==> src/rtl/bffa_pkg.sv <==
// shared types, constants and helpers for the bitmap first-free allocator
package bffa_pkg;

  localparam int unsigned NUM_W    = 14;
  localparam int unsigned CNT_W    = 32;
  localparam int unsigned STAT_W   = 2;
  localparam int unsigned WORD_W   = 32;
  localparam int unsigned WORD_LSB = 5;
  localparam int unsigned CFG_IDX_W = 1;
  localparam int unsigned CFG_DAT_W = 32;

  localparam logic [NUM_W-1:0] BITS_IN_USE_RST = 14'd8192;

  localparam logic OP_ALLOC = 1'b0;
  localparam logic OP_FREE  = 1'b1;

  localparam logic [STAT_W-1:0] STAT_OK    = 2'd0;
  localparam logic [STAT_W-1:0] STAT_FULL  = 2'd1;
  localparam logic [STAT_W-1:0] STAT_RANGE = 2'd2;

  localparam logic [CFG_IDX_W-1:0] CFG_BITS_IN_USE = 1'd0;
  localparam logic [CFG_IDX_W-1:0] CFG_FREE_START  = 1'd1;

  typedef struct packed {
    logic             op;
    logic [NUM_W-1:0] entry_number;
  } req_t;

  typedef struct packed {
    logic [NUM_W-1:0]  granted_number;
    logic [CNT_W-1:0]  free_count;
    logic [STAT_W-1:0] status;
  } rsp_t;

  // free counter load request from the register file
  typedef struct packed {
    logic             load;
    logic [CNT_W-1:0] value;
  } cnt_load_t;

  // lowest set bit of a word: {found, position}
  function automatic logic [WORD_LSB:0] lowest_set(input logic [WORD_W-1:0] w);
    logic [WORD_LSB:0] r;
    r = '0;
    for (int i = WORD_W - 1; i >= 0; i--) begin
      if (w[i]) begin
        r = {1'b1, WORD_LSB'(i)};
      end
    end
    return r;
  endfunction

endpackage

==> src/rtl/bffa_ctrl.sv <==
// request sequencer: clearing pass, word scan, read-modify-write, result register
module bffa_ctrl #(
  parameter int unsigned MAP_BITS = 8192,
  parameter int unsigned WORDS    = 256,
  parameter int unsigned AW       = 8,
  parameter int unsigned LIM_W    = 14
) (
  input  logic                         clk_i,
  input  logic                         rst_ni,
  input  logic [LIM_W-1:0]             lim_i,
  input  bffa_pkg::cnt_load_t          cnt_load_i,
  input  logic                         in_valid_i,
  output logic                         in_stall_o,
  input  bffa_pkg::req_t               in_data_i,
  output logic                         out_valid_o,
  input  logic                         out_stall_i,
  output bffa_pkg::rsp_t               out_data_o,
  output logic                         mem_we_o,
  output logic [AW-1:0]                mem_addr_o,
  output logic [bffa_pkg::WORD_W-1:0]  mem_wdata_o,
  input  logic [bffa_pkg::WORD_W-1:0]  mem_rdata_i
);
  import bffa_pkg::*;

  localparam int unsigned BIT_W = AW + WORD_LSB;

  typedef enum logic [1:0] {
    S_CLEAR,
    S_IDLE,
    S_CHK,
    S_RESP
  } state_e;

  state_e            state_q, state_d;
  logic [AW-1:0]     addr_q, addr_d;
  logic              op_q, op_d;
  logic [WORD_LSB-1:0] bit_q, bit_d;
  logic [CNT_W-1:0]  cnt_q, cnt_d;
  rsp_t              res_q, res_d;
  logic              out_valid_q, out_valid_d;
  rsp_t              out_q, out_d;

  logic [31:0]       num_ext, lim_ext, base_ext, rem;
  logic [31:0]       idx_ext;
  logic [BIT_W-1:0]  base;
  logic [WORD_W-1:0] mask;
  logic [WORD_LSB:0] hit;
  logic              last_word;

  assign num_ext  = 32'(in_data_i.entry_number);
  assign lim_ext  = 32'(lim_i);
  assign idx_ext  = num_ext - 32'd1;
  assign base     = {addr_q, {WORD_LSB{1'b0}}};
  assign base_ext = 32'(base);
  assign rem      = lim_ext - base_ext;
  assign last_word = (rem <= 32'(WORD_W));
  assign mask = (rem >= 32'(WORD_W)) ? '1 : ((WORD_W'(1) << rem[WORD_LSB-1:0]) - WORD_W'(1));
  assign hit  = lowest_set(~mem_rdata_i & mask);

  always_comb begin
    state_d     = state_q;
    addr_d      = addr_q;
    op_d        = op_q;
    bit_d       = bit_q;
    cnt_d       = cnt_q;
    res_d       = res_q;
    out_valid_d = out_valid_q;
    out_d       = out_q;
    mem_we_o    = 1'b0;
    mem_addr_o  = addr_q;
    mem_wdata_o = '0;

    if (out_valid_q && !out_stall_i) begin
      out_valid_d = 1'b0;
    end
    if (cnt_load_i.load) begin
      cnt_d = cnt_load_i.value;
    end

    unique case (state_q)
      S_CLEAR: begin
        mem_we_o = 1'b1;
        addr_d   = addr_q + AW'(1);
        if (addr_q == AW'(WORDS - 1)) begin
          addr_d  = '0;
          state_d = S_IDLE;
        end
      end
      S_IDLE: begin
        if (in_valid_i) begin
          op_d = in_data_i.op;
          res_d.granted_number = '0;
          res_d.free_count     = cnt_q;
          if (in_data_i.op == OP_ALLOC) begin
            if (lim_ext == 32'd0) begin
              res_d.status = STAT_FULL;
              state_d      = S_RESP;
            end else begin
              addr_d     = '0;
              mem_addr_o = '0;
              state_d    = S_CHK;
            end
          end else begin
            if (num_ext == 32'd0 || num_ext > lim_ext) begin
              res_d.status = STAT_RANGE;
              state_d      = S_RESP;
            end else begin
              addr_d     = idx_ext[BIT_W-1:WORD_LSB];
              bit_d      = idx_ext[WORD_LSB-1:0];
              mem_addr_o = idx_ext[BIT_W-1:WORD_LSB];
              state_d    = S_CHK;
            end
          end
        end
      end
      S_CHK: begin
        if (op_q == OP_FREE) begin
          mem_we_o    = 1'b1;
          mem_wdata_o = mem_rdata_i & ~(WORD_W'(1) << bit_q);
          cnt_d       = cnt_q + CNT_W'(1);
          res_d.granted_number = '0;
          res_d.free_count     = cnt_q + CNT_W'(1);
          res_d.status         = STAT_OK;
          state_d = S_RESP;
        end else if (hit[WORD_LSB]) begin
          mem_we_o    = 1'b1;
          mem_wdata_o = mem_rdata_i | (WORD_W'(1) << hit[WORD_LSB-1:0]);
          cnt_d       = cnt_q - CNT_W'(1);
          res_d.granted_number =
            NUM_W'(base_ext + 32'(hit[WORD_LSB-1:0]) + 32'd1);
          res_d.free_count     = cnt_q - CNT_W'(1);
          res_d.status         = STAT_OK;
          state_d = S_RESP;
        end else if (last_word) begin
          res_d.granted_number = '0;
          res_d.free_count     = cnt_q;
          res_d.status         = STAT_FULL;
          state_d = S_RESP;
        end else begin
          addr_d     = addr_q + AW'(1);
          mem_addr_o = addr_q + AW'(1);
        end
      end
      S_RESP: begin
        if (!out_valid_q || !out_stall_i) begin
          out_valid_d = 1'b1;
          out_d       = res_q;
          state_d     = S_IDLE;
        end
      end
      default: state_d = S_IDLE;
    endcase
  end

  always_ff @(posedge clk_i or negedge rst_ni) begin
    if (!rst_ni) begin
      state_q     <= S_CLEAR;
      addr_q      <= '0;
      op_q        <= OP_ALLOC;
      bit_q       <= '0;
      cnt_q       <= '0;
      res_q       <= '0;
      out_valid_q <= 1'b0;
      out_q       <= '0;
    end else begin
      state_q     <= state_d;
      addr_q      <= addr_d;
      op_q        <= op_d;
      bit_q       <= bit_d;
      cnt_q       <= cnt_d;
      res_q       <= res_d;
      out_valid_q <= out_valid_d;
      out_q       <= out_d;
    end
  end

  assign in_stall_o  = (state_q != S_IDLE);
  assign out_valid_o = out_valid_q;
  assign out_data_o  = out_q;

endmodule

==> config.mk <==
export PLATFORM = sky130hd
export DESIGN_NAME = bffa_ctrl
export DESIGN_NICKNAME = d
export VERILOG_FILES = /design/src/rtl/bffa_pkg.sv /design/src/rtl/bffa_ctrl.sv
export SDC_FILE = /design/constraint.sdc
export NUM_CORES = 1
export LEC_CHECK = 0
export BUFFER_PORTS_ARGS = -buffer_cell sky130_fd_sc_hd__buf_2
export CELL_PAD_IN_SITES_DETAIL_PLACEMENT = 0
export CELL_PAD_IN_SITES_GLOBAL_PLACEMENT = 2
export CORE_MARGIN = 10
export CORE_UTILIZATION = 37
export DETAILED_ROUTE_END_ITERATION = 16
export PLACE_DENSITY = 0.95
export SLEW_MARGIN = 20
export SYNTH_ARGS = -nofsm -noshare
export SYNTH_HDL_FRONTEND = slang
export SYNTH_SLANG_ARGS = --single-unit
==> constraint.sdc <==
create_clock -name clk_i -period 15.55 [get_ports clk_i]
set_clock_uncertainty 0.2 [all_clocks]
set_input_delay 2.3325 -clock clk_i [delete_from_list [all_inputs] [get_ports clk_i]]
set_output_delay 2.3325 -clock clk_i [all_outputs]
set_load 0.01 [all_outputs]
== Word-level counts from Yosys, hierarchy flattened ==
Index checks and enable logic that the tools add are counted.

* Register bits: 145
* Bits of input ports: 98
* Output and inout bits: 91
* Logic and storage cells: 133

* $add $sub $neg: 8
* Order comparisons: 3
* Equality and inequality tests: 11
* Shifts and indexed selects: 3
* Muxes and demuxes: 74
* Bitwise logic cells: 6
* Reductions and logical operators: 16

{| class="wikitable"
|+ Operators by type and width
! operator !! count
|-
| 32-bit two-way mux || 8
|-
| 48-bit two-way mux || 4
|-
| 6-bit two-way mux || 32
|-
| 48-bit case mux with 2 select lines || 1
|-
| 1-bit by 5-bit << shifter with 32-bit output, first input constant || 3
|-
| 32-bit AND || 2
|-
| 32-bit zero test || 2
|-
| 8-bit two-way mux || 8
|-
| 32-bit inverter || 2
|-
| 32-bit by 1-bit subtractor with 32-bit output, second input constant || 2
|-
| 32-bit by 1-bit adder with 32-bit output, second input constant || 1
|-
| 32-bit by 6-bit greater-or-equal comparator with 1-bit output, second input constant || 1
|-
| 32-bit by 6-bit <= comparator with 1-bit output, second input constant || 1
|-
| 32-bit bitwise OR || 1
|-
| 8-bit case mux with 3 select lines || 1
|-
| 2-bit two-way mux || 10
|-
| 8-bit case mux with 2 select lines || 1
|-
| 14-bit by 13-bit subtractor with 15-bit output || 1
|-
| 13-bit by 5-bit adder with 14-bit output || 1
|-
| 14-bit by 1-bit adder with 14-bit output, second input constant || 1
|-
| 14-bit greater-than comparator || 1
|-
| 13-bit by 1-bit subtractor with 13-bit output, second input constant || 1
|-
| 8-bit by 1-bit adder with 8-bit output, second input constant || 1
|-
| 8-bit equality test, second input constant || 1
|-
| other kinds (20) || 34
|}

== Longest topological paths before layout ==
* Word-level depth: 42
* Mapped depth: 21
* Depth with buffers taken out: 18

== Worst setup path before layout ==
Ideal clock, no wire load.

* Kind: input -> output
* From: input lim_i[5]
* To: output mem_wdata_o[25] (netlist bit)
* Arrival: 6.377 ns
* Data required time: 13.017 ns
* Path slack: 6.641 ns
* Cell stages on the path: 20
* Path buffers: 2
* Cell sequence: inv_1 ha_1 fa_1 nor2b_1 o21a_1 o211ai_1 nor3_2 buf_4 buf_2 a41o_1 a21boi_0 or4b_2 a21oi_1 nor3_1 o211a_1 inv_1 ha_1 nor2b_1 a211oi_1 nor3_1

* Word-level cells in the longest chain between the ends: 41

{| class="wikitable"
|+ RTL lines
! item !! line !! text
|-
| start, declared || bffa_ctrl.sv:10 || <nowiki>input logic [LIM_W-1:0] lim_i,</nowiki>
|-
| 14-bit by 13-bit subtractor with 15-bit output * || bffa_ctrl.sv:55 || <nowiki>assign rem = lim_ext - base_ext;</nowiki>
|-
| 32-bit by 6-bit greater-or-equal comparator with 1-bit output * || bffa_ctrl.sv:57 || <nowiki>assign mask = (rem >= 32'(WORD_W)) ? '1 : ((WORD_W'(1) << rem[WORD_LSB-1:0]) - WORD_W'(1));</nowiki>
|-
| 32-bit two-way mux * || bffa_ctrl.sv:57 ||
|-
| 32-bit AND * || bffa_ctrl.sv:58 || <nowiki>assign hit = lowest_set(~mem_rdata_i & mask);</nowiki>
|-
| 6-bit two-way mux (31 in a row) || bffa_pkg.sv:46 || <nowiki>if (w[i]) begin</nowiki>
|-
| 6-bit two-way mux * || bffa_pkg.sv:46 ||
|-
| 1-bit by 5-bit << shifter with 32-bit output || bffa_ctrl.sv:127 || <nowiki>mem_wdata_o = mem_rdata_i | (WORD_W'(1) << hit[WORD_LSB-1:0]);</nowiki>
|-
| 32-bit bitwise OR || bffa_ctrl.sv:127 ||
|-
| 32-bit two-way mux * || bffa_ctrl.sv:125 || <nowiki>end else if (hit[WORD_LSB]) begin</nowiki>
|-
| 32-bit two-way mux * || bffa_ctrl.sv:117 || <nowiki>if (op_q == OP_FREE) begin</nowiki>
|-
| 32-bit two-way mux * || bffa_ctrl.sv:80 || <nowiki>unique case (state_q)</nowiki>
|-
| end, declared || bffa_ctrl.sv:20 || <nowiki>output logic [bffa_pkg::WORD_W-1:0] mem_wdata_o,</nowiki>
|}

Every way passes the cells marked *; elsewhere a longest branch is shown, timed or not.

== Worst setup path after layout ==
* From: input lim_i[5]
* To: output mem_wdata_o[17] (netlist bit)

The elaborated chain is that of the path after synthesis.

==> summary.txt <==
Yosys
  – Share of the synthesized area in the top cell type: about a third
  – Area of the mapped netlist: approximately 12000 sq um
  – Most frequent cells after synthesis: nand2_1 (152), dfrtp_1 (145), a21oi_1 (105), nor2_1 (105), o21ai_0 (98)
  – Syn Area/Cell: 8.05 sq um
  – EDFF count, synth: 0
  – FF+latch count, synth: approximately 150
  – Synth top area cells: dfrtp_1 (31%), mux2_2 (5.0%), nand2_1 (4.9%)
  – Synth Flop Type: dfrtp_1
  – Seq/Total Area, Yosys: 31.3%
  – Count leader, synth: nand2_1
  – Ys async rst share: 100%
  – Synth area leader: dfrtp_1
  – Synth cell types: 91
  – Synth warn: 0
  – Syn nets: 1574
  – Post-Syn Instances: ~1400

Layout
  – Area growth from synthesis to layout: 15.2%
  – Antenna diodes: 0
  – Post-Layout Cell Count: just under 2000
  – Layout Nets: 1686
  – Share of cells above drive strength 1: a little over 20%
  – FILL cells: roughly 3200

Worst setup path
  – Reg2reg end: res_q[12]
  – R2R depth: 15
  – CP arrival: 7380 ps
  – Startpoint class of the critical path: input pin
  – Worst R2R Start: addr_q[6]
  – Crit end category: output pin
  – Worst Path Required: ~13000 ps
  – Reg2reg setup slack: a little under 10000 ps
  – Crit Path Category: in2out
  – Peak fanout along the critical path: 31

STA
  – Hold violation total from the final report: 0
  – Slew HR: roughly 27%
  – Final Max Tran Viols: 0
  – Minimum clock period: 9910 ps
  – Period utilization: 63.7%
  – RSZ-0062 raised after global routing: no
  – Max Clock Freq: ~0.10 GHz
  – Setup tns final: 0 ps
  – Worst slew pin tran: 1090 ps
  – Setup violators final: 0

Placed design
  – Final RePlAce weighted congestion: just over 0.9
  – Placed Instances: 1926
  – Hpwl dp: roughly 32000 microns
  – IO Port Bufs: 188

Global routing
  – Total grt overflow: 0
  – First-pass GRT wire length: 65900 microns
  – Largest net degree at the start of global routing: 95
  – Gr usage total: 21.2%
  – Vias in the first global route: between 10000 and 15000
  – Initial antenna violation count: 0

Clocking
  – TritonCTS clock tree: done
  – Hold_buf cts: 0
  – # clock sinks: around 150
  – Worst-path clk slew: 60 ps
  – # Post-CTS Setup Buffers: 0
  – # resized after CTS: 0
  – Cts bufs inserted: 17
  – CTS max path bufs: 2
  – Clk_lat worst skew: 440 ps
  – Root Buffer: clkbuf_16
  – H-tree depth: 4

Routing
  – Drt pass-1 iters: 5
  – WL/cell: around 22 microns
  – Initial DRC Count: 1129
  – Routed vias/inst: 6.09
  – Detailed Route WL: roughly 42000 microns
  – Via Count: approximately 12000
  – Antenna-violating nets left: 0
  – Residual DRC: 0

Floorplanning
  – I/O Pins: between 150 and 200
  – Die Y: roughly 200 microns
  – Core Box Area: 30700 sq um
  – Row cnt: 64
  – Initial Util: 37.7%
  – Die width: just under 200 microns
  – Die Area: about 39000 sq um

Worst hold path
  – WHS Path Cells: 2
  – Hold Crit Endpoint: res_q[36]
  – Hold path startpoint: res_q[36]
  – Min-Delay Path Class: reg2reg

Pwr
  – Pwr dens: approximately 190 nW/um^2
  – Leak Pwr: 5.62 nW
  – VDD IR max: 75.5 uV

Run
  – Max cap viols: 0

Run status
  – Status: completed
-- per-layer routing --
metal	GRT usage, %	up-vias	wire (microns)	share of wire (%)
met2	34.5	511	20100	47
met4	5.64	0	818	1.9
li1	-	5578	-	-
met1	28.6	5785	18600	44
met3	3.56	60	2820	6.7
met5	0	-	0	0
-- report_power, final --
part	internal (mW)	total, mW	switching (mW)
Sequential	0.547	0.740	0.193
Clock	0.245	0.431	0.186
Combinational	0.512	1.35	0.838
Total	1.30	2.52	1.22
-- cell families (layout without fill, tap and decap cells) --
| group | count (synthesis) | after routing | share of synthesized area (%) |
|---|---|---|---|
| AOI/OAI and AO/OA | 467 | 467 | 26.5 |
| xor gates and xnor gates | 49 | 49 | 3.71 |
| adders and majority gates | 38 | 38 | 4.17 |
| buffers and inverters | 157 | 282 | 5.46 |
| DFF | 145 | 145 | 31.3 |
| muxes | 82 | 82 | 7.64 |
| and+or+nand+nor | 500 | 500 | 21.2 |
-- final cells by class --
| type | instances | area, sq um | share of cell area, % |
|---|---|---|---|
| flip-flops and latches | 145 | 3630 | 27.2 |
| clock buffers | 17 | 425 | 3.19 |
| multi-input cells | 1136 | 7350 | 55.1 |
| repair buffers | 204 | 1070 | 8.06 |
| clock inverters | 15 | 189 | 1.42 |
| inverters | 46 | 173 | 1.29 |
| well taps | 396 | 495 | 3.72 |
-- worst max-delay path by stage --
stage	start	endpoint
after floorplan	lim_i[5]	mem_wdata_o[25]
after global placement	lim_i[5]	mem_wdata_o[25]
after detailed placement	lim_i[5]	mem_wdata_o[9]
after CTS	lim_i[5]	mem_wdata_o[9]
after global routing	lim_i[5]	mem_wdata_o[9]
final	lim_i[5]	mem_wdata_o[17]
-- per-stage QoR --
step | utilization (%) | hold slack, ps | worst slack (ps) | power (mW) | instance area (sq um)
2_1_floorplan | - | 233 | 6640 | 1.65 | 11600
3_3_place_gp | 41.3 | 251 | 5490 | 2.07 | 12700
3_5_place_dp | 41.3 | 255 | 5380 | 2.08 | 12700
4_1_cts | 43.3 | 269 | 5330 | 2.52 | 13300
5_1_grt | 43.4 | 308 | 5210 | 2.72 | 13300
6_report | 43.4 | 265 | 5640 | 2.52 | 13300
-- flip-flops by register name (all words and copies together), names as in the netlist --
name / count
out_valid_o: 1
op_q: 1
out_data_o: 48
bit_q: 5
res_q: 48
addr_q: 8
state_q: 2
cnt_q: 32
-- critical path, stage by stage --
cell and delay, ps:
buf_2 70, inv_1 60, ha_1 240, fa_1 430, nor2b_1 240, o2111ai_1 170, mux2i_1 200, o311a_2 600
a41oi_1 250, or2_2 390, or4b_2 650, a21oi_1 170, nor3_1 100, o211a_1 270, inv_1 90, ha_1 310
nor2b_1 330, a211oi_1 130, nor3_1 160, buf_2 160
-- layout by cell type, fill, tap and decap left out, types with 11 or more instances in the layout --
cell / count
nand3_1: 49
dfrtp_1: 144
xor2_1: 15
mux2_2: 51
nor2b_1: 19
a31oi_1: 60
xnor2_1: 34
inv_1: 44
clkbuf_16: 17
and3_1: 16
o31ai_1: 13
a311oi_1: 12
nor2_1: 104
a211oi_1: 26
nand2_1: 152
nor3_1: 62
or3_1: 11
a21oi_1: 103
ha_1: 37
mux2i_1: 31
buf_4: 15
buf_2: 187
nand4_1: 16
o21ai_0: 98
o211ai_1: 15
o21bai_1: 11
Power figures use the tool's default switching activity.
